**src/design/menu_script_tokenizer_top_defines.svh**
```systemverilog
// Assertion macros shared by the tokenizer RTL
`ifndef MENU_SCRIPT_TOKENIZER_TOP_DEFINES_SVH
`define MENU_SCRIPT_TOKENIZER_TOP_DEFINES_SVH

// same-cycle implication, disabled while reset is high
`define MTS_ASSERT_NOW(label, clk, rst, ante, cons, msg) \
   label: assert property (@(posedge clk) disable iff (rst) (ante) |-> (cons)) else $error(msg);

// next-cycle implication, disabled while reset is high
`define MTS_ASSERT_NEXT(label, clk, rst, ante, cons, msg) \
   label: assert property (@(posedge clk) disable iff (rst) (ante) |=> (cons)) else $error(msg);

`endif

```
**src/design/mts_pkg.sv**
```systemverilog
// Shared types, constants and helper functions of the menu script tokenizer
package mts_pkg;

   localparam int MAX_RES     = 4;
   localparam int QUEUE_DEPTH = 4;
   localparam int KW_COUNT    = 13;

   localparam logic RK_TEXT = 1'b0;
   localparam logic RK_CODE = 1'b1;

   localparam logic [4:0] TK_EOF         = 5'd0;
   localparam logic [4:0] TK_IDENT       = 5'd1;
   localparam logic [4:0] TK_STRING      = 5'd2;
   localparam logic [4:0] TK_CONST       = 5'd3;
   localparam logic [4:0] TK_KEY0        = 5'd4;
   localparam logic [4:0] TK_INVALID     = 5'd17;
   localparam logic [4:0] TK_EOF_COMMENT = 5'd18;
   localparam logic [4:0] TK_NESTED      = 5'd19;

   localparam logic [7:0] CH_LF    = 8'd10;
   localparam logic [7:0] CH_QUOTE = 8'd34;
   localparam logic [7:0] CH_STAR  = 8'd42;
   localparam logic [7:0] CH_SLASH = 8'd47;
   localparam logic [7:0] CH_BSL   = 8'd92;

   localparam logic [47:0] KW_TEXT [KW_COUNT] = '{
      "menu  ", "prompt", "line  ", "color ", "hilite", "key   ", "type  ",
      "auto  ", "expert", "data  ", "priv  ", "flags ", "define"
   };
   localparam logic [2:0] KW_LEN [KW_COUNT] = '{
      3'd4, 3'd6, 3'd4, 3'd5, 3'd6, 3'd3, 3'd4, 3'd4, 3'd6, 3'd4, 3'd4, 3'd5, 3'd6
   };

   typedef struct packed {
      logic        result_kind;
      logic [7:0]  text_char;
      logic [4:0]  token_code;
      logic [15:0] const_value;
      logic        const_overflow;
   } entry_type;

   typedef struct packed {
      logic [2:0]                count;
      entry_type [MAX_RES-1:0]   res;
   } record_type;

   function automatic logic is_space(input logic [7:0] c);
      return c inside {8'd32, [8'd9:8'd13]};
   endfunction

   function automatic logic is_alpha(input logic [7:0] c);
      return c inside {[8'd65:8'd90], [8'd97:8'd122]};
   endfunction

   function automatic logic is_digit(input logic [7:0] c);
      return c inside {[8'd48:8'd57]};
   endfunction

   function automatic logic [7:0] to_lower(input logic [7:0] c);
      return (c inside {[8'd65:8'd90]}) ? (c + 8'd32) : c;
   endfunction

   function automatic entry_type make_text(input logic [7:0] c);
      entry_type e;
      e = '0;
      e.result_kind = RK_TEXT;
      e.text_char   = c;
      return e;
   endfunction

   function automatic entry_type make_code(input logic [4:0] code);
      entry_type e;
      e = '0;
      e.result_kind = RK_CODE;
      e.token_code  = code;
      return e;
   endfunction

   function automatic entry_type make_const(input logic [15:0] v, input logic ovf);
      entry_type e;
      e = '0;
      e.result_kind    = RK_CODE;
      e.token_code     = TK_CONST;
      e.const_value    = v;
      e.const_overflow = ovf;
      return e;
   endfunction

   // value*10 + digit, keeping the low 16 bits; returns {overflow, value}
   function automatic logic [16:0] num_step(input logic [15:0] v, input logic ovf,
                                            input logic [7:0] c);
      logic [19:0] sum;
      sum = {1'b0, v, 3'b000} + {3'b000, v, 1'b0} + {16'd0, c[3:0]};
      return {ovf | (sum[19:16] != 4'd0), sum[15:0]};
   endfunction

   function automatic logic [4:0] kw_lookup(input logic [5:0][7:0] word,
                                            input logic [2:0] len);
      logic [4:0] code;
      logic       same;
      code = TK_IDENT;
      for (int k = KW_COUNT - 1; k >= 0; k--) begin
         same = (len == KW_LEN[k]);
         for (int i = 0; i < 6; i++) begin
            if (i < int'(KW_LEN[k]) && word[i] != KW_TEXT[k][47 - 8*i -: 8]) begin
               same = 1'b0;
            end
         end
         if (same) begin
            code = TK_KEY0 + 5'(k);
         end
      end
      return code;
   endfunction

endpackage

```
**src/design/mts_front.sv**
```systemverilog
// Front end: accepts bytes, runs the scanner state and builds at most one result record per transfer
module mts_front (
   input  logic                clock,
   input  logic                reset,
   input  logic                req_valid,
   output logic                req_ready,
   input  logic                req_kind,
   input  logic [7:0]          req_source_char,
   input  logic                queue_full,
   output logic                push,
   output mts_pkg::record_type push_data
);

   localparam logic [2:0] MODE_START   = 3'd0;
   localparam logic [2:0] MODE_IDENT   = 3'd1;
   localparam logic [2:0] MODE_CONST   = 3'd2;
   localparam logic [2:0] MODE_STRING  = 3'd3;
   localparam logic [2:0] MODE_COMMENT = 3'd4;

   logic [2:0]       mode_ff, mode_in;
   logic [7:0]       held_ff, held_in;
   logic             held_valid_ff, held_valid_in;
   logic             skip_ff, skip_in;
   logic [5:0][7:0]  word_ff, word_in;
   logic [2:0]       len_ff, len_in;
   logic [15:0]      num_ff, num_in;
   logic             ovf_ff, ovf_in;

   mts_pkg::record_type rec_in;
   logic [2:0]          cnt_in;
   logic                consume;
   logic                restart;
   logic                has_nx;
   logic                accept;
   logic [16:0]         num_nx;

   assign req_ready = !queue_full;
   assign accept    = req_valid && req_ready;
   assign has_nx    = !req_kind;

   always_comb begin
      mode_in       = mode_ff;
      held_in       = held_ff;
      held_valid_in = held_valid_ff;
      skip_in       = skip_ff;
      word_in       = word_ff;
      len_in        = len_ff;
      num_in        = num_ff;
      ovf_in        = ovf_ff;
      rec_in        = '0;
      cnt_in        = 3'd0;
      consume       = 1'b0;
      restart       = 1'b0;
      num_nx        = '0;
      if (accept) begin
         if (held_valid_ff && !skip_ff) begin
            case (mode_ff)
               MODE_IDENT: begin
                  if (mts_pkg::is_alpha(held_ff) || mts_pkg::is_digit(held_ff)) begin
                     rec_in.res[cnt_in[1:0]] = mts_pkg::make_text(held_ff);
                     cnt_in = cnt_in + 3'd1;
                     if (len_in < 3'd6) begin
                        word_in[len_in] = mts_pkg::to_lower(held_ff);
                        len_in = len_in + 3'd1;
                     end else begin
                        len_in = 3'd7;
                     end
                  end else begin
                     rec_in.res[cnt_in[1:0]] =
                        mts_pkg::make_code(mts_pkg::kw_lookup(word_in, len_in));
                     cnt_in = cnt_in + 3'd1;
                     restart = 1'b1;
                  end
               end
               MODE_CONST: begin
                  if (mts_pkg::is_digit(held_ff)) begin
                     rec_in.res[cnt_in[1:0]] = mts_pkg::make_text(held_ff);
                     cnt_in = cnt_in + 3'd1;
                     num_nx = mts_pkg::num_step(num_in, ovf_in, held_ff);
                     num_in = num_nx[15:0];
                     ovf_in = num_nx[16];
                  end else begin
                     rec_in.res[cnt_in[1:0]] = mts_pkg::make_const(num_in, ovf_in);
                     cnt_in = cnt_in + 3'd1;
                     restart = 1'b1;
                  end
               end
               MODE_STRING: begin
                  if (held_ff == mts_pkg::CH_QUOTE) begin
                     rec_in.res[cnt_in[1:0]] = mts_pkg::make_code(mts_pkg::TK_STRING);
                     cnt_in = cnt_in + 3'd1;
                     mode_in = MODE_START;
                  end else if (held_ff == mts_pkg::CH_BSL && has_nx &&
                               req_source_char == mts_pkg::CH_QUOTE) begin
                     rec_in.res[cnt_in[1:0]] = mts_pkg::make_text(mts_pkg::CH_QUOTE);
                     cnt_in = cnt_in + 3'd1;
                     consume = 1'b1;
                  end else if (held_ff == mts_pkg::CH_LF) begin
                     // the line break itself yields nothing more
                     rec_in.res[cnt_in[1:0]] = mts_pkg::make_code(mts_pkg::TK_INVALID);
                     cnt_in = cnt_in + 3'd1;
                     mode_in = MODE_START;
                  end else begin
                     rec_in.res[cnt_in[1:0]] = mts_pkg::make_text(held_ff);
                     cnt_in = cnt_in + 3'd1;
                  end
               end
               MODE_COMMENT: begin
                  if (held_ff == mts_pkg::CH_STAR && has_nx &&
                      req_source_char == mts_pkg::CH_SLASH) begin
                     mode_in = MODE_START;
                     consume = 1'b1;
                  end else if (held_ff == mts_pkg::CH_SLASH && has_nx &&
                               req_source_char == mts_pkg::CH_STAR) begin
                     rec_in.res[cnt_in[1:0]] = mts_pkg::make_code(mts_pkg::TK_NESTED);
                     cnt_in = cnt_in + 3'd1;
                  end
               end
               default: begin
                  restart = 1'b1;
               end
            endcase

            if (restart) begin
               mode_in = MODE_START;
               if (mts_pkg::is_space(held_ff)) begin
                  mode_in = MODE_START;
               end else if (held_ff == mts_pkg::CH_QUOTE) begin
                  mode_in = MODE_STRING;
               end else if (mts_pkg::is_alpha(held_ff)) begin
                  mode_in = MODE_IDENT;
                  rec_in.res[cnt_in[1:0]] = mts_pkg::make_text(held_ff);
                  cnt_in = cnt_in + 3'd1;
                  word_in[0] = mts_pkg::to_lower(held_ff);
                  len_in = 3'd1;
               end else if (held_ff == mts_pkg::CH_SLASH && has_nx &&
                            req_source_char == mts_pkg::CH_STAR) begin
                  mode_in = MODE_COMMENT;
                  consume = 1'b1;
               end else if (mts_pkg::is_digit(held_ff)) begin
                  mode_in = MODE_CONST;
                  rec_in.res[cnt_in[1:0]] = mts_pkg::make_text(held_ff);
                  cnt_in = cnt_in + 3'd1;
                  num_in = {12'd0, held_ff[3:0]};
                  ovf_in = 1'b0;
               end else begin
                  rec_in.res[cnt_in[1:0]] = mts_pkg::make_text(held_ff);
                  cnt_in = cnt_in + 3'd1;
                  rec_in.res[cnt_in[1:0]] = mts_pkg::make_code(mts_pkg::TK_INVALID);
                  cnt_in = cnt_in + 3'd1;
               end
            end
         end

         if (has_nx) begin
            skip_in       = held_valid_ff && !skip_ff && consume;
            held_in       = req_source_char;
            held_valid_in = 1'b1;
         end else begin
            case (mode_in)
               MODE_IDENT: begin
                  rec_in.res[cnt_in[1:0]] =
                     mts_pkg::make_code(mts_pkg::kw_lookup(word_in, len_in));
                  cnt_in = cnt_in + 3'd1;
                  rec_in.res[cnt_in[1:0]] = mts_pkg::make_code(mts_pkg::TK_EOF);
                  cnt_in = cnt_in + 3'd1;
               end
               MODE_CONST: begin
                  rec_in.res[cnt_in[1:0]] = mts_pkg::make_const(num_in, ovf_in);
                  cnt_in = cnt_in + 3'd1;
                  rec_in.res[cnt_in[1:0]] = mts_pkg::make_code(mts_pkg::TK_EOF);
                  cnt_in = cnt_in + 3'd1;
               end
               MODE_STRING: begin
                  rec_in.res[cnt_in[1:0]] = mts_pkg::make_code(mts_pkg::TK_INVALID);
                  cnt_in = cnt_in + 3'd1;
                  rec_in.res[cnt_in[1:0]] = mts_pkg::make_code(mts_pkg::TK_EOF);
                  cnt_in = cnt_in + 3'd1;
               end
               MODE_COMMENT: begin
                  rec_in.res[cnt_in[1:0]] = mts_pkg::make_code(mts_pkg::TK_EOF_COMMENT);
                  cnt_in = cnt_in + 3'd1;
               end
               default: begin
                  rec_in.res[cnt_in[1:0]] = mts_pkg::make_code(mts_pkg::TK_EOF);
                  cnt_in = cnt_in + 3'd1;
               end
            endcase
            mode_in       = MODE_START;
            held_in       = 8'd0;
            held_valid_in = 1'b0;
            skip_in       = 1'b0;
         end
         rec_in.count = cnt_in;
      end
   end

   assign push      = accept && (cnt_in != 3'd0);
   assign push_data = rec_in;

   always_ff @(posedge clock) begin
      if (reset) begin
         mode_ff       <= MODE_START;
         held_ff       <= 8'd0;
         held_valid_ff <= 1'b0;
         skip_ff       <= 1'b0;
         len_ff        <= 3'd0;
         num_ff        <= 16'd0;
         ovf_ff        <= 1'b0;
      end else begin
         mode_ff       <= mode_in;
         held_ff       <= held_in;
         held_valid_ff <= held_valid_in;
         skip_ff       <= skip_in;
         len_ff        <= len_in;
         num_ff        <= num_in;
         ovf_ff        <= ovf_in;
      end
   end

   always_ff @(posedge clock) begin
      word_ff <= word_in;
   end

endmodule

```
**src/design/mts_fifo.sv**
```systemverilog
// Record queue between the scanner front end and the result back end
module mts_fifo #(
   parameter int DEPTH = mts_pkg::QUEUE_DEPTH
) (
   input  logic                clock,
   input  logic                reset,
   input  logic                push,
   input  mts_pkg::record_type push_data,
   output logic                full,
   input  logic                pop,
   output mts_pkg::record_type head,
   output logic                empty
);

   localparam int AW = $clog2(DEPTH);
   localparam int CW = $clog2(DEPTH + 1);

   mts_pkg::record_type mem_ff [DEPTH];
   logic [AW-1:0]       wr_ptr_ff, wr_ptr_in;
   logic [AW-1:0]       rd_ptr_ff, rd_ptr_in;
   logic [CW-1:0]       count_ff, count_in;
   logic                do_push;
   logic                do_pop;

   assign full    = (count_ff == CW'(DEPTH));
   assign empty   = (count_ff == '0);
   assign do_push = push && !full;
   assign do_pop  = pop && !empty;
   assign head    = mem_ff[rd_ptr_ff];

   always_comb begin
      wr_ptr_in = wr_ptr_ff;
      rd_ptr_in = rd_ptr_ff;
      count_in  = count_ff;
      if (do_push) begin
         wr_ptr_in = (wr_ptr_ff == AW'(DEPTH - 1)) ? '0 : wr_ptr_ff + 1'b1;
      end
      if (do_pop) begin
         rd_ptr_in = (rd_ptr_ff == AW'(DEPTH - 1)) ? '0 : rd_ptr_ff + 1'b1;
      end
      if (do_push && !do_pop) begin
         count_in = count_ff + 1'b1;
      end else if (do_pop && !do_push) begin
         count_in = count_ff - 1'b1;
      end
   end

   always_ff @(posedge clock) begin
      if (reset) begin
         wr_ptr_ff <= '0;
         rd_ptr_ff <= '0;
         count_ff  <= '0;
      end else begin
         wr_ptr_ff <= wr_ptr_in;
         rd_ptr_ff <= rd_ptr_in;
         count_ff  <= count_in;
      end
   end

   always_ff @(posedge clock) begin
      if (do_push) begin
         mem_ff[wr_ptr_ff] <= push_data;
      end
   end

endmodule

```
**src/design/mts_back.sv**
```systemverilog
// Back end: walks the head record one result per transfer into the output register
module mts_back (
   input  logic                clock,
   input  logic                reset,
   input  mts_pkg::record_type head,
   input  logic                empty,
   output logic                pop,
   output logic                rsp_valid,
   input  logic                rsp_ready,
   output logic                rsp_result_kind,
   output logic [7:0]          rsp_text_char,
   output logic [4:0]          rsp_token_code,
   output logic [15:0]         rsp_const_value,
   output logic                rsp_const_overflow,
   output logic                rsp_last
);

   localparam int IW = $clog2(mts_pkg::MAX_RES);

   logic [IW-1:0]      idx_ff, idx_in;
   logic               valid_ff, valid_in;
   mts_pkg::entry_type out_ff;
   logic               last_ff;
   logic               load;
   logic               is_last;

   assign load    = !empty && (!valid_ff || rsp_ready);
   assign is_last = ({1'b0, idx_ff} + 1'b1) == head.count;
   assign pop     = load && is_last;

   always_comb begin
      idx_in   = idx_ff;
      valid_in = valid_ff;
      if (load) begin
         valid_in = 1'b1;
         idx_in   = is_last ? '0 : idx_ff + 1'b1;
      end else if (rsp_ready) begin
         valid_in = 1'b0;
      end
   end

   always_ff @(posedge clock) begin
      if (reset) begin
         idx_ff   <= '0;
         valid_ff <= 1'b0;
      end else begin
         idx_ff   <= idx_in;
         valid_ff <= valid_in;
      end
   end

   always_ff @(posedge clock) begin
      if (load) begin
         out_ff  <= head.res[idx_ff];
         last_ff <= is_last;
      end
   end

   assign rsp_valid          = valid_ff;
   assign rsp_result_kind    = out_ff.result_kind;
   assign rsp_text_char      = out_ff.text_char;
   assign rsp_token_code     = out_ff.token_code;
   assign rsp_const_value    = out_ff.const_value;
   assign rsp_const_overflow = out_ff.const_overflow;
   assign rsp_last           = last_ff;

endmodule

```
**src/design/menu_script_tokenizer_top.sv**
```systemverilog
// The first result caused by a transfer passes the queue write, then the output register; a byte
// is scanned when the next transfer arrives, as it waits as lookahead.
// Throughput: one byte per cycle while the record queue has room; one result leaves per cycle
// while rsp_ready is high, and a byte can cause up to 4 results.
// Bytes that cause no result push no record into the queue.
// Reset (synchronous, active high): start mode, no held byte, queue and output register empty;
// bytes are taken from the first cycle after reset falls.
`include "menu_script_tokenizer_top_defines.svh"

module menu_script_tokenizer_top #(
   parameter int QUEUE_DEPTH = mts_pkg::QUEUE_DEPTH
) (
   input  logic        clock,
   input  logic        reset,
   input  logic        req_valid,
   output logic        req_ready,
   input  logic        req_kind,
   input  logic [7:0]  req_source_char,
   output logic        rsp_valid,
   input  logic        rsp_ready,
   output logic        rsp_result_kind,
   output logic [7:0]  rsp_text_char,
   output logic [4:0]  rsp_token_code,
   output logic [15:0] rsp_const_value,
   output logic        rsp_const_overflow,
   output logic        rsp_last
);

   logic                push;
   mts_pkg::record_type push_data;
   logic                queue_full;
   logic                pop;
   mts_pkg::record_type head;
   logic                queue_empty;

   mts_front u_front (
      .clock           (clock),
      .reset           (reset),
      .req_valid       (req_valid),
      .req_ready       (req_ready),
      .req_kind        (req_kind),
      .req_source_char (req_source_char),
      .queue_full      (queue_full),
      .push            (push),
      .push_data       (push_data)
   );

   mts_fifo #(
      .DEPTH (QUEUE_DEPTH)
   ) u_fifo (
      .clock     (clock),
      .reset     (reset),
      .push      (push),
      .push_data (push_data),
      .full      (queue_full),
      .pop       (pop),
      .head      (head),
      .empty     (queue_empty)
   );

   mts_back u_back (
      .clock              (clock),
      .reset              (reset),
      .head               (head),
      .empty              (queue_empty),
      .pop                (pop),
      .rsp_valid          (rsp_valid),
      .rsp_ready          (rsp_ready),
      .rsp_result_kind    (rsp_result_kind),
      .rsp_text_char      (rsp_text_char),
      .rsp_token_code     (rsp_token_code),
      .rsp_const_value    (rsp_const_value),
      .rsp_const_overflow (rsp_const_overflow),
      .rsp_last           (rsp_last)
   );

   `MTS_ASSERT_NOW(a_push_not_full, clock, reset, push, !queue_full, "push into full queue")
   `MTS_ASSERT_NOW(a_pop_not_empty, clock, reset, pop, !queue_empty, "pop from empty queue")
   `MTS_ASSERT_NOW(a_push_count, clock, reset, push,
                   (push_data.count != 3'd0) && (push_data.count <= 3'd4), "bad record count")
   `MTS_ASSERT_NEXT(a_last_pops, clock, reset, pop, rsp_valid && rsp_last, "record end not shown as last")

endmodule
```
**config.mk**
```make
export PLATFORM = sky130hd
export DESIGN_NAME = menu_script_tokenizer_top
export DESIGN_NICKNAME = d
export VERILOG_FILES = /design/src/design/mts_pkg.sv /design/src/design/mts_front.sv /design/src/design/mts_fifo.sv /design/src/design/mts_back.sv /design/src/design/menu_script_tokenizer_top.sv
export VERILOG_INCLUDE_DIRS = /design/src /design/src/design
export SDC_FILE = /design/constraint.sdc
export NUM_CORES = 1
export LEC_CHECK = 0
export ABC_AREA = 1
export BUFFER_PORTS_ARGS = -buffer_cell sky130_fd_sc_hd__buf_2
export CORE_UTILIZATION = 60
export CTS_BUF_LIST = sky130_fd_sc_hd__clkbuf_4 sky130_fd_sc_hd__clkbuf_8 sky130_fd_sc_hd__clkbuf_16
export DETAILED_ROUTE_END_ITERATION = 12
export GPL_TIMING_DRIVEN = 0
export PLACE_DENSITY = 0.76
export SETUP_SLACK_MARGIN = 0.1
export SLEW_MARGIN = 20
export SYNTH_ARGS = -nofsm -noshare
export SYNTH_HDL_FRONTEND = slang
export SYNTH_HIERARCHICAL = 1
export SYNTH_SLANG_ARGS = --single-unit
```
**constraint.sdc**
```tcl
create_clock -name clock -period 22.6 [get_ports clock]
set_input_delay 2.26 -clock clock [delete_from_list [all_inputs] [get_ports clock]]
set_output_delay 2.26 -clock clock [all_outputs]
set_load 0.005 [all_outputs]
```
* After elaboration in Yosys (flattened, before gate mapping) *
Memories as Yosys holds them, arrays and structs flattened. A register that Yosys moved wholly into a read port is not among the register bits.
Index checks and enable logic that the tools add are counted.
Widths: inputs -> output; s select.

storage, ports and cells
  flip-flop bits (word level) = 123
  memories = 1
  bits in writable memories = 508
  input bits = 13
  logic and storage cells = 618
  output and inout port bits = 34

memory list
  name           depth  width  read ports  clocked after Yosys merged registers in  write ports  line            RTL
  u_fifo.mem_ff  4      127    1           1                                        1            mts_fifo.sv:18  mts_pkg::record_type mem_ff [DEPTH];

operators by class
  reduce and logical (&&, ||, !) cells = 44
  mux-type cells = 378
  bitwise operators = 20
  $lt $le $gt $ge = 20
  equal/unequal tests = 117
  add/subtract/negate cells = 14

operator list
  kind                number
  $mux 124            9
  $ne 8x7->1 const B  88
  $pmux 124 s4        1
  $and 120x120->120   4
  $mux 31             14
  $bwmux 124          3
  $and 112x112->112   3
  $not 112->112       3
  $demux 31 s2        4
  $mux 1              244
  $mux 48             5
  $not 120->120       2
  $mux 16             10
  $mux 5              29
  $mux 127            1
  $pmux 31 s4         1
  $mux 3              37
  $bmux 31 s2         1
  $eq 8x6->1 const B  7
  $mux 8              7
  $bwmux 48           1
  $or 12x12->12       3
  $eq 3x3->1 const B  9
  $logic_and 1x1->1   25
  39 further kinds    82

* Logic depth before layout (Yosys ltp) *
Gate-level depths: netlist of the first run.

  depth in word-level cells = 45
  gate-level depth with buffers = 35
  mapped depth without buffers = 33

* Modules after synthesis *
Netlist of the first run, hierarchy kept.

by module, submodules not included
  module     cells each  times used  sequential area each (um^2)  area an instance (um^2)
  mts_fifo   1299        1           15434.8                      19192.2
  mts_front  1702        1           2102.0                       10247.3
  mts_back   242         1           1021.0                       2029.4

* Least setup slack after synthesis of the first run *
No wires, ideal clock.

  path kind = input-to-reg
  from = in req_source_char[0]
  to = mem u_fifo/mem_ff[0][0] in the netlist's numbering (enable)
  arrival = 9.951 ns
  path buffers = 0
  data required time = 21.985 ns
  cell stages on the path = 18
  slack = 12.033 ns
  setup time = 0.615 ns
  cell sequence = inv_1 -> nand2_1 -> nor3b_1 -> nand2_1 -> nor2_1 -> inv_1 -> nor2_1 -> nor2_1 -> ha_1 -> o21ai_0 -> a21oi_1 -> o21a_1 -> ha_1 -> inv_1 -> a211oi_1 -> or3_1 -> nand2_1 -> nor2_1

on the way
  word-level cells in the longest chain between the ends = 27
  elaborated cells on any way between the ends = 46
  classes of those cells = add/sub (4); eq/ne (6); mux (29); reduce/logical (7)

RTL lines
  item                            line                                                  RTL
  from (decl)                     menu_script_tokenizer_top.sv:18                       input logic [7:0] req_source_char,
  $eq 8x6->1                      mts_front.sv:114, mts_front.sv:137
  $logic_and 1x1->1               mts_front.sv:113, mts_front.sv:136
  $mux 1                          mts_front.sv:113                                      end else if (held_ff == mts_pkg::CH_SLASH && has_nx &&
  $mux 3                          mts_front.sv:109                                      if (held_ff == mts_pkg::CH_STAR && has_nx &&
  $pmux 3 s2                      mts_front.sv:57                                       case (mode_ff)
  $mux 3                          mts_front.sv:56                                       if (held_valid_ff && !skip_ff) begin
  $mux 3                          mts_front.sv:55                                       if (accept) begin
  $add 3x1->3                     mts_front.sv:133, mts_front.sv:143, mts_front.sv:148
  [... 12 more ...]               n/a
  $mux 3 *                        mts_front.sv:155                                      if (has_nx) begin
  $mux 3 *                        mts_front.sv:55
  $reduce_bool 3->1 *             mts_front.sv:198                                      assign push = accept && (cnt_in != 3'd0);
  $logic_and 1x1->1 *             mts_front.sv:198
  net push                        menu_script_tokenizer_top.sv:29                       logic push;
  $logic_and 1x1->1 *             mts_fifo.sv:27                                        assign do_push = push && !full;
  $mux 1 *                        mts_fifo.sv:61                                        if (do_push) begin
  $mux 1 (not written as such) *  mts_fifo.sv:62                                        mem_ff[wr_ptr_ff] <= push_data;
  to (decl)                       mts_fifo.sv:18

Mark *: on every way through the listed nets, which the timed path passes. The rest lies on a longest branch. The select of a mux whose other input is x is not followed.

* Final worst setup path of the first run *
  from = in req_source_char[5]
  to = mem u_fifo/mem_ff[2][90] in the netlist's numbering (enable)

The elaborated chain is that of the path after synthesis.

==> flow_metrics.env, run 1 <==
export IMPL_clockBufferDepth=3
export IMPL_grt_pass1_wl_mm=150
export IMPL_min_period_ns=7.16
export IMPL_ys_warnings_count=6
export IMPL_cp_start_kind="input pin"
export IMPL_maxSlewHeadroom_pct=22.0
export IMPL_firstDrtPassIters=6
export IMPL_outcome="finished, final reports clean"
export IMPL_grt_usage_pct=37.7
export IMPL_fin_skew_ns=0.0305
export IMPL_multi_input_area_mm2=0.0109
export IMPL_synth_cells=3243
export IMPL_cts_setup_buffers=0
export IMPL_post_route_period_util_pct=31.7
export IMPL_avgRoutedWirePerCell_um=24.5
export IMPL_report_final_slew_viol_count=0
export IMPL_drt_iter0_drc=3809
export IMPL_die_w_um=231
export IMPL_wl_mm=101
export IMPL_remaining_drc_errors=0
export IMPL_cts_sinks=633
export IMPL_die_h_um=231
export IMPL_cts_tree="built"
export IMPL_drive_gt1_share_pct=11.0
export IMPL_p_leak_uw=0.0129
export IMPL_worstHoldStart="u_front/skip_ff$_SDFFE_PP0P_"
export IMPL_ant_nets=0
export IMPL_grt_max_degree=58
export IMPL_cts_hold_buf=0
export IMPL_overflow=0
export IMPL_final_area_mm2=0.0354
export IMPL_final_setup_viol_count=0
export IMPL_num_rows=83
export IMPL_io_buffers=46
export IMPL_clock_fmax_mhz=140
export IMPL_cts_root_buf="clkbuf_16"
export IMPL_startpoint="req_source_char[5]"
export IMPL_p_per_area_mw_per_mm2=111
export IMPL_gp_congestion=0.975
export IMPL_stdcell_count=4126
export IMPL_core_area_mm2=0.0516
export IMPL_ys_types=66
export IMPL_worstReg2RegStart="u_front/held_ff[3]$_SDFFE_PP0P_"
export IMPL_io_pins=47
export IMPL_synth_edff_count=588
export IMPL_nets=3470
export IMPL_critPathCaptureType="register"
export IMPL_antenna_found_initial=0
export IMPL_critPathKind="input pin to register"
export IMPL_numCtsBuffers=66
export IMPL_fillers=3865
export IMPL_tightest_slew_ns=1.16
export IMPL_clock_latency_ns=0.62
export IMPL_cts_resized=0
export IMPL_yosys_most_used_dff="edfxtp_1"
export IMPL_cp_arrival_ns=7.46
export IMPL_ys_ff_latch=633
export IMPL_rrSetupSlack_ns=15.95
export IMPL_max_vdd_ir_drop_v=0.0000831
export IMPL_cap_violations=0
export IMPL_rsz0062_at_grt="no"
export IMPL_cp_data_required_time_ns=22.90
export IMPL_dp_hpwl_mm=74.2
export IMPL_synth_avg_cell_area_um2=9.70
export IMPL_async_flop_share_pct=0
export IMPL_die_area_mm2=0.0534
export IMPL_htreeDepth=3
export IMPL_hold_viol=0
export IMPL_crit_fanout=22
export IMPL_dp_cells=4010
export IMPL_drt_vias_per_instance=6.41
export IMPL_fin_tns_setup_ns=0
export IMPL_start_util_pct=61.0
export IMPL_syn_to_final_growth_pct=12.6
export IMPL_register_area_mm2=0.0186
export IMPL_grt_pass1_vias=25200
export IMPL_mostFrequentLayoutCell="nor2_1"
export IMPL_clkSlewWorstSetupHoldPaths_ns=0.06
export IMPL_netlist_area_mm2=0.0315
export IMPL_layout_common_cells="605 x nor2_1, 588 x edfxtp_1, 392 x nand2_1"
export IMPL_antennaDiodeCount=0
export IMPL_ys_seq_area_share_pct=59.0
export IMPL_placed_area_mm2=0.0332
export IMPL_num_vias=26500
export IMPL_holdCritPathClass="register to register"
## report_power, final
| part | internal [µW] | total (µW) | switching [µW] | leakage [µW] |
|---|---|---|---|---|
| Combinational | 325 | 1180 | 857 | 0.00603 |
| Clock | 654 | 1110 | 457 | 0.00109 |
| Sequential | 1550 | 1620 | 76.6 | 0.00574 |
## path summary, 6_finish.rpt
check / to / depth (start not counted)
worst max-delay path: u_fifo/mem_ff[2][90]$_DFFE_PP_ / 25
worst min-delay path: u_front/skip_ff$_SDFFE_PP0P_ / 2
worst max register to register: u_fifo/mem_ff[2][90]$_DFFE_PP_ / 24
worst min register to register: u_front/skip_ff$_SDFFE_PP0P_ / 2
## registers in the layout, indices dropped and copies added, names as in the netlist, 2 cells and up, named ones only
name,flops
u_back/rsp_text_char,8
u_front/len_ff,3
u_front/num_ff,16
u_front/held_ff,8
u_fifo/mem_ff,508
u_back/rsp_token_code,5
u_front/word_ff,48
u_front/mode_ff,3
u_fifo/wr_ptr_ff,2
u_back/idx_ff,2
u_fifo/rd_ptr_ff,2
u_back/rsp_const_value,16
u_fifo/count_ff,3
## worst max-delay path, stage by stage
cell      delay, ns
buf_2          0.10
inv_1          0.04
nor2_1         0.03
nand2_1        0.09
inv_1          0.09
nand2_1        0.08
nor2_1         0.06
inv_1          0.05
nor2_1         0.06
nor2_1         0.57
inv_1          0.25
nand2_1        0.13
o21ai_0        0.09
a21oi_1        0.16
o21a_1         0.33
ha_1           0.22
inv_1          0.09
a211oi_1       0.67
or3_1          0.34
nand2_1        0.33
nor2_4         0.50
buf_8          0.23
buf_12         0.20
buf_12         0.21
buf_12         0.21
## per-stage QoR
step / power [µW] / util (%) / worst slack (ns) / hold slack [ns]
floorplan: 2320 / - / 12.03 / 0.445
global placement: 2750 / 63.2 / 6.86 / 0.459
detailed placement: 2780 / 64.3 / 15.04 / 0.461
CTS: 3880 / 68.6 / 15.65 / 0.470
global route: 4040 / 68.6 / 15.19 / 0.503
finish: 3920 / 68.6 / 15.45 / 0.469
## logic make-up (layout without fill, tap and decap cells)
logic type               Yosys count  count (layout)  synth area share [%]
AO/OA/AOI/OAI                    764             764                  13.8
AND/OR/NAND/NOR                 1293            1293                  17.7
adder cells (fa/ha/maj)           59              59                  2.42
flip-flops                       633             633                  59.0
other                              1              16                0.0119
buffers and inverters            480             668                  6.65
XOR/XNOR                          13              13                 0.362
## final cells by class
type                    instances  area share [%]
plain buffers                 172            2.64
clock buffers                  79            5.09
clock inverters                37            1.16
inverters                     308            3.28
multi-input cells            2145            30.8
flip-flops and latches        633            52.4
well taps                     680            2.40
repair buffers                 72            2.22
## metal layers
metal  global-route usage, %  vias up  share of wire [%]
li1                        -    11700                  -
met5                       0        -                  0
met3                    7.98      316                 12
met4                    15.7        0                4.3
met2                    60.6     1808                 46
met1                    49.9    12600                 37
## synthesized netlist by cell type, types with 5 or more instances
library cell	count	area share, %
nor4_1	32	0.64
nor2_4	6	0.21
o21ai_0	379	6.0
a21oi_1	75	1.2
clkbuf_1	87	1.0
nand4_1	49	0.97
inv_2	33	0.39
o21ai_1	37	0.59
nand3_2	8	0.25
nand3_1	92	1.5
edfxtp_1	588	56
dfxtp_1	45	2.9
o21ai_2	13	0.36
nand2_1	392	4.7
buf_6	17	0.61
a31oi_1	10	0.20
o22ai_1	168	3.3
nand2_2	12	0.24
inv_1	268	3.2
buf_4	31	0.74
o31ai_1	8	0.19
nand3b_1	5	0.12
nor2_2	13	0.26
nand2_4	7	0.25
xor2_1	5	0.14
buf_2	32	0.51
a211oi_1	5	0.12
nor2_1	609	7.3
nor3_1	51	0.81
o221ai_1	12	0.33
o211ai_1	33	0.79
ha_1	56	2.2
xnor2_1	8	0.22
No activity file was read; power rests on OpenSTA's default activity.
==> run 2: changes to the inputs <==
--- a/config.mk
+++ b/config.mk
@@ -6,13 +6,13 @@
 export SDC_FILE = /design/constraint.sdc
 export NUM_CORES = 1
 export LEC_CHECK = 0
-export ABC_AREA = 1
+export ABC_AREA = 0
 export BUFFER_PORTS_ARGS = -buffer_cell sky130_fd_sc_hd__buf_2
-export CORE_UTILIZATION = 60
+export CORE_UTILIZATION = 58
 export CTS_BUF_LIST = sky130_fd_sc_hd__clkbuf_4 sky130_fd_sc_hd__clkbuf_8 sky130_fd_sc_hd__clkbuf_16
 export DETAILED_ROUTE_END_ITERATION = 12
 export GPL_TIMING_DRIVEN = 0
-export PLACE_DENSITY = 0.76
+export PLACE_DENSITY = 0.77
 export SETUP_SLACK_MARGIN = 0.1
 export SLEW_MARGIN = 20
 export SYNTH_ARGS = -nofsm -noshare
==> constraint.sdc (replaced) <==
create_clock -name clock -period 5.83 [get_ports clock]
set_input_delay 0.583 -clock clock [delete_from_list [all_inputs] [get_ports clock]]
set_output_delay 0.583 -clock clock [all_outputs]
set_load 0.005 [all_outputs]
==> run 2 against run 1 <==
  * Final area shrank 4.2%
  * Highest routed layer unchanged
  * Sequential share of layout area grew 2.3 points
  * Worst hold slack lost 0.20 ns
==> flow_metrics.env, run 2 <==
export IMPL_netlist_area_leader_share_pct=58.6
export IMPL_cap_violations=0
export IMPL_holdCritPathClass="input pin to register"
export IMPL_ys_ff_latch=633
export IMPL_die_w_um=230
export IMPL_cp_data_required_time_ns=6.40
export IMPL_critPathCaptureType="register"
export IMPL_antennaDiodeCount=0
export IMPL_critPathKind="register to register"
export IMPL_post_route_period_util_pct=95.3
export IMPL_clockBufferDepth=3
export IMPL_grt_pass1_vias=19900
export IMPL_core_area_mm2=0.0513
export IMPL_largest_register_ffs=508
export IMPL_grt_usage_pct=33.3
export IMPL_drive_gt1_share_pct=20.7
export IMPL_dp_hpwl_mm=59.6
export IMPL_crit_fanout=10
export IMPL_p_seq_share_pct=48.7
export IMPL_ys_warnings_count=6
export IMPL_hold_viol=0
export IMPL_rsz0062_at_grt="yes"
export IMPL_hold_path_depth=2
export IMPL_synthTopCellsByArea="edfxtp_1 59%, mux4_2 12%, dfxtp_1 3.0%"
export IMPL_nets=2306
export IMPL_ant_nets=0
export IMPL_numCtsBuffers=60
export IMPL_cp_arrival_ns=6.12
export IMPL_drt_vias_per_instance=6.74
export IMPL_p_per_area_mw_per_mm2=336
export IMPL_netlist_area_mm2=0.0301
export IMPL_grt_max_degree=48
export IMPL_power_frac_comb_pct=15.4
export IMPL_die_area_mm2=0.0529
export IMPL_synthTopCellsByCount="588 x edfxtp_1, 179 x nor2_1, 154 x mux4_2, 153 x nand2_1, 83 x o21ai_0"
export IMPL_report_final_slew_viol_count=0
export IMPL_stdcell_count=2964
export IMPL_io_buffers=46
export IMPL_max_vdd_ir_drop_v=0.000238
export IMPL_dp_cells=2841
export IMPL_async_flop_share_pct=0
export IMPL_cts_tree="built"
export IMPL_grt_pass1_wl_mm=129
export IMPL_largestRegisters="u_fifo/mem_ff: 508 flops, u_front/word_ff: 48 flops"
export IMPL_die_h_um=230
export IMPL_start_util_pct=58.8
export IMPL_fin_util_pct=66.2
export IMPL_drt_iter0_drc=2351
export IMPL_num_rows=83
export IMPL_grt_busiest_layer="met2"
export IMPL_syn_to_final_growth_pct=12.6
export IMPL_final_setup_viol_count=0
export IMPL_firstDrtPassIters=6
export IMPL_min_period_ns=5.56
export IMPL_io_pins=47
export IMPL_cts_sinks=633
export IMPL_synth_top_area_cell="edfxtp_1"
export IMPL_layout_common_cells="588 x edfxtp_1, 177 x nor2_1, 154 x mux4_2"
export IMPL_top_register="u_fifo/mem_ff"
export IMPL_tightest_slew_ns=1.15
export IMPL_yosys_most_used_dff="edfxtp_1"
export IMPL_mostFrequentLayoutCell="edfxtp_1"
export IMPL_synth_most_common_cell="edfxtp_1"
export IMPL_power_switching_share_pct=25.3
export IMPL_cts_root_buf="clkbuf_16"
export IMPL_gp_congestion=0.984
export IMPL_maxSlewHeadroom_pct=23.2
export IMPL_remaining_drc_errors=0
export IMPL_clock_power_share_pct=35.8
export IMPL_p_leak_uw=0.0113
export IMPL_cp_start_kind="register"
export IMPL_clock_fmax_mhz=180
export IMPL_ys_types=103
export IMPL_avgRoutedWirePerCell_um=29.3
export IMPL_num_vias=20000
export IMPL_synth_cells=2085
export IMPL_htreeDepth=2
export IMPL_grt_use_met3_pct=5.28
export IMPL_fin_skew_ns=0.0587
export IMPL_met1_usage_pct=44.7
export IMPL_synth_avg_cell_area_um2=14.5
export IMPL_wl_mm=86.9
export IMPL_outcome="finished, final reports clean"
export IMPL_overflow=0
export IMPL_power_switching_uw=2890
export IMPL_synth_edff_count=588
export IMPL_rr_worst_depth=24
export IMPL_grt_use_met2_pct=55.1
export IMPL_antenna_found_initial=0
export IMPL_fillers=3592
export IMPL_internal_power_uw=8510
export IMPL_ys_seq_area_share_pct=61.6
export IMPL_clkSlewWorstSetupHoldPaths_ns=0.06
export IMPL_clock_latency_ns=0.65
==> run 2: power by group through the flow <==
stage	registers (µW)	clock network, µW	logic (µW)
2_1_floorplan	5630	0	995
3_3_place_gp	5650	0	1550
3_5_place_dp	5630	0	1720
4_1_cts	5560	4130	1760
5_1_grt	5590	4290	1860
6_report	5560	4090	1760
==> run 2: path summary, 6_finish.rpt <==
kind	endpoint	startpoint	slack, ns
worst min-delay path	u_back/rsp_valid$_SDFFE_PP0P_	reset	0.27
worst min register to register	u_front/held_valid_ff$_SDFFE_PP0P_	u_front/held_valid_ff$_SDFFE_PP0P_	0.51
worst max-delay path	u_fifo/count_ff[2]$_SDFFE_PP0P_	u_front/held_ff[5]$_SDFFE_PP0P_	0.27
worst max register to register	u_fifo/count_ff[2]$_SDFFE_PP0P_	u_front/held_ff[5]$_SDFFE_PP0P_	0.27
==> run 2: area by class of cell <==
class	count	area [µm²]	area share [%]
Tap cell	680	851	2.51
Timing Repair Buffer	72	688	2.03
Inverter	45	170	0.501
Sequential cell	633	18600	54.7
Clock inverter	47	542	1.60
Buffer	125	702	2.07
Multi-Input combinational cell	1297	10900	32.1
Clock buffer	65	1540	4.53
==> run 2: cells by family (layout without fill, tap and decap cells) <==
logic type	count (synthesis)	count (layout)	share of synthesized area, %
flops	633	633	61.6
other cells	1	16	0.0124
xor+xnor	18	18	0.548
fa+ha+maj	59	59	2.52
compound gates	321	321	6.96
buf+inv	170	354	2.88
mux	216	216	13.9
simple gates	667	667	11.6
==> run 2: worst max-delay path, stage by stage, from the launching register on <==
cell and delay, ns:
dfxtp_1 0.39, buf_2 0.22, inv_1 0.17, ha_1 0.23, or3b_4 0.41, a21o_1 0.22
a21oi_4 0.24, buf_4 0.24, or2_2 0.16, a2bb2oi_1 0.20, o221ai_2 0.18, inv_2 0.20
ha_1 0.21, nand2b_1 0.13, a21oi_4 0.29, nor2_1 0.13, a21oi_4 0.23, inv_1 0.09
nor2_1 0.24, ha_1 0.23, inv_1 0.07, fa_1 0.43, xor2_1 0.16, or3_1 0.30
a21oi_1 0.14
==> run 2: timing repair <==
action,CTS,global route
pin swaps,4,4
gates cloned,0,0
hold buffers,0,0
resized for setup,17,3
hold endpoints to repair,0,0
buffers inserted,4,7
setup endpoints to repair,665,212
==> run 2: layer usage <==
metal	wire length [µm]	part of all wire, %
met3	6460	7.4
met2	42500	49
met4	3460	4.0
met5	0	0
met1	34500	40
==> run 2: through the flow <==
step	total power, µW	instance area [µm²]	setup TNS, ns	setup slack, ns	hold slack (ns)
finish	11400	33900	0	0.274	0.270
global route	11700	33900	0	0.0260	0.244
CTS	11500	33900	0	0.165	0.228
floorplan	6630	30200	0	0.0724	0.463
detailed placement	7350	31700	-475.61	-1.33	0.492
global placement	7200	31300	-1350.65	-2.67	0.475
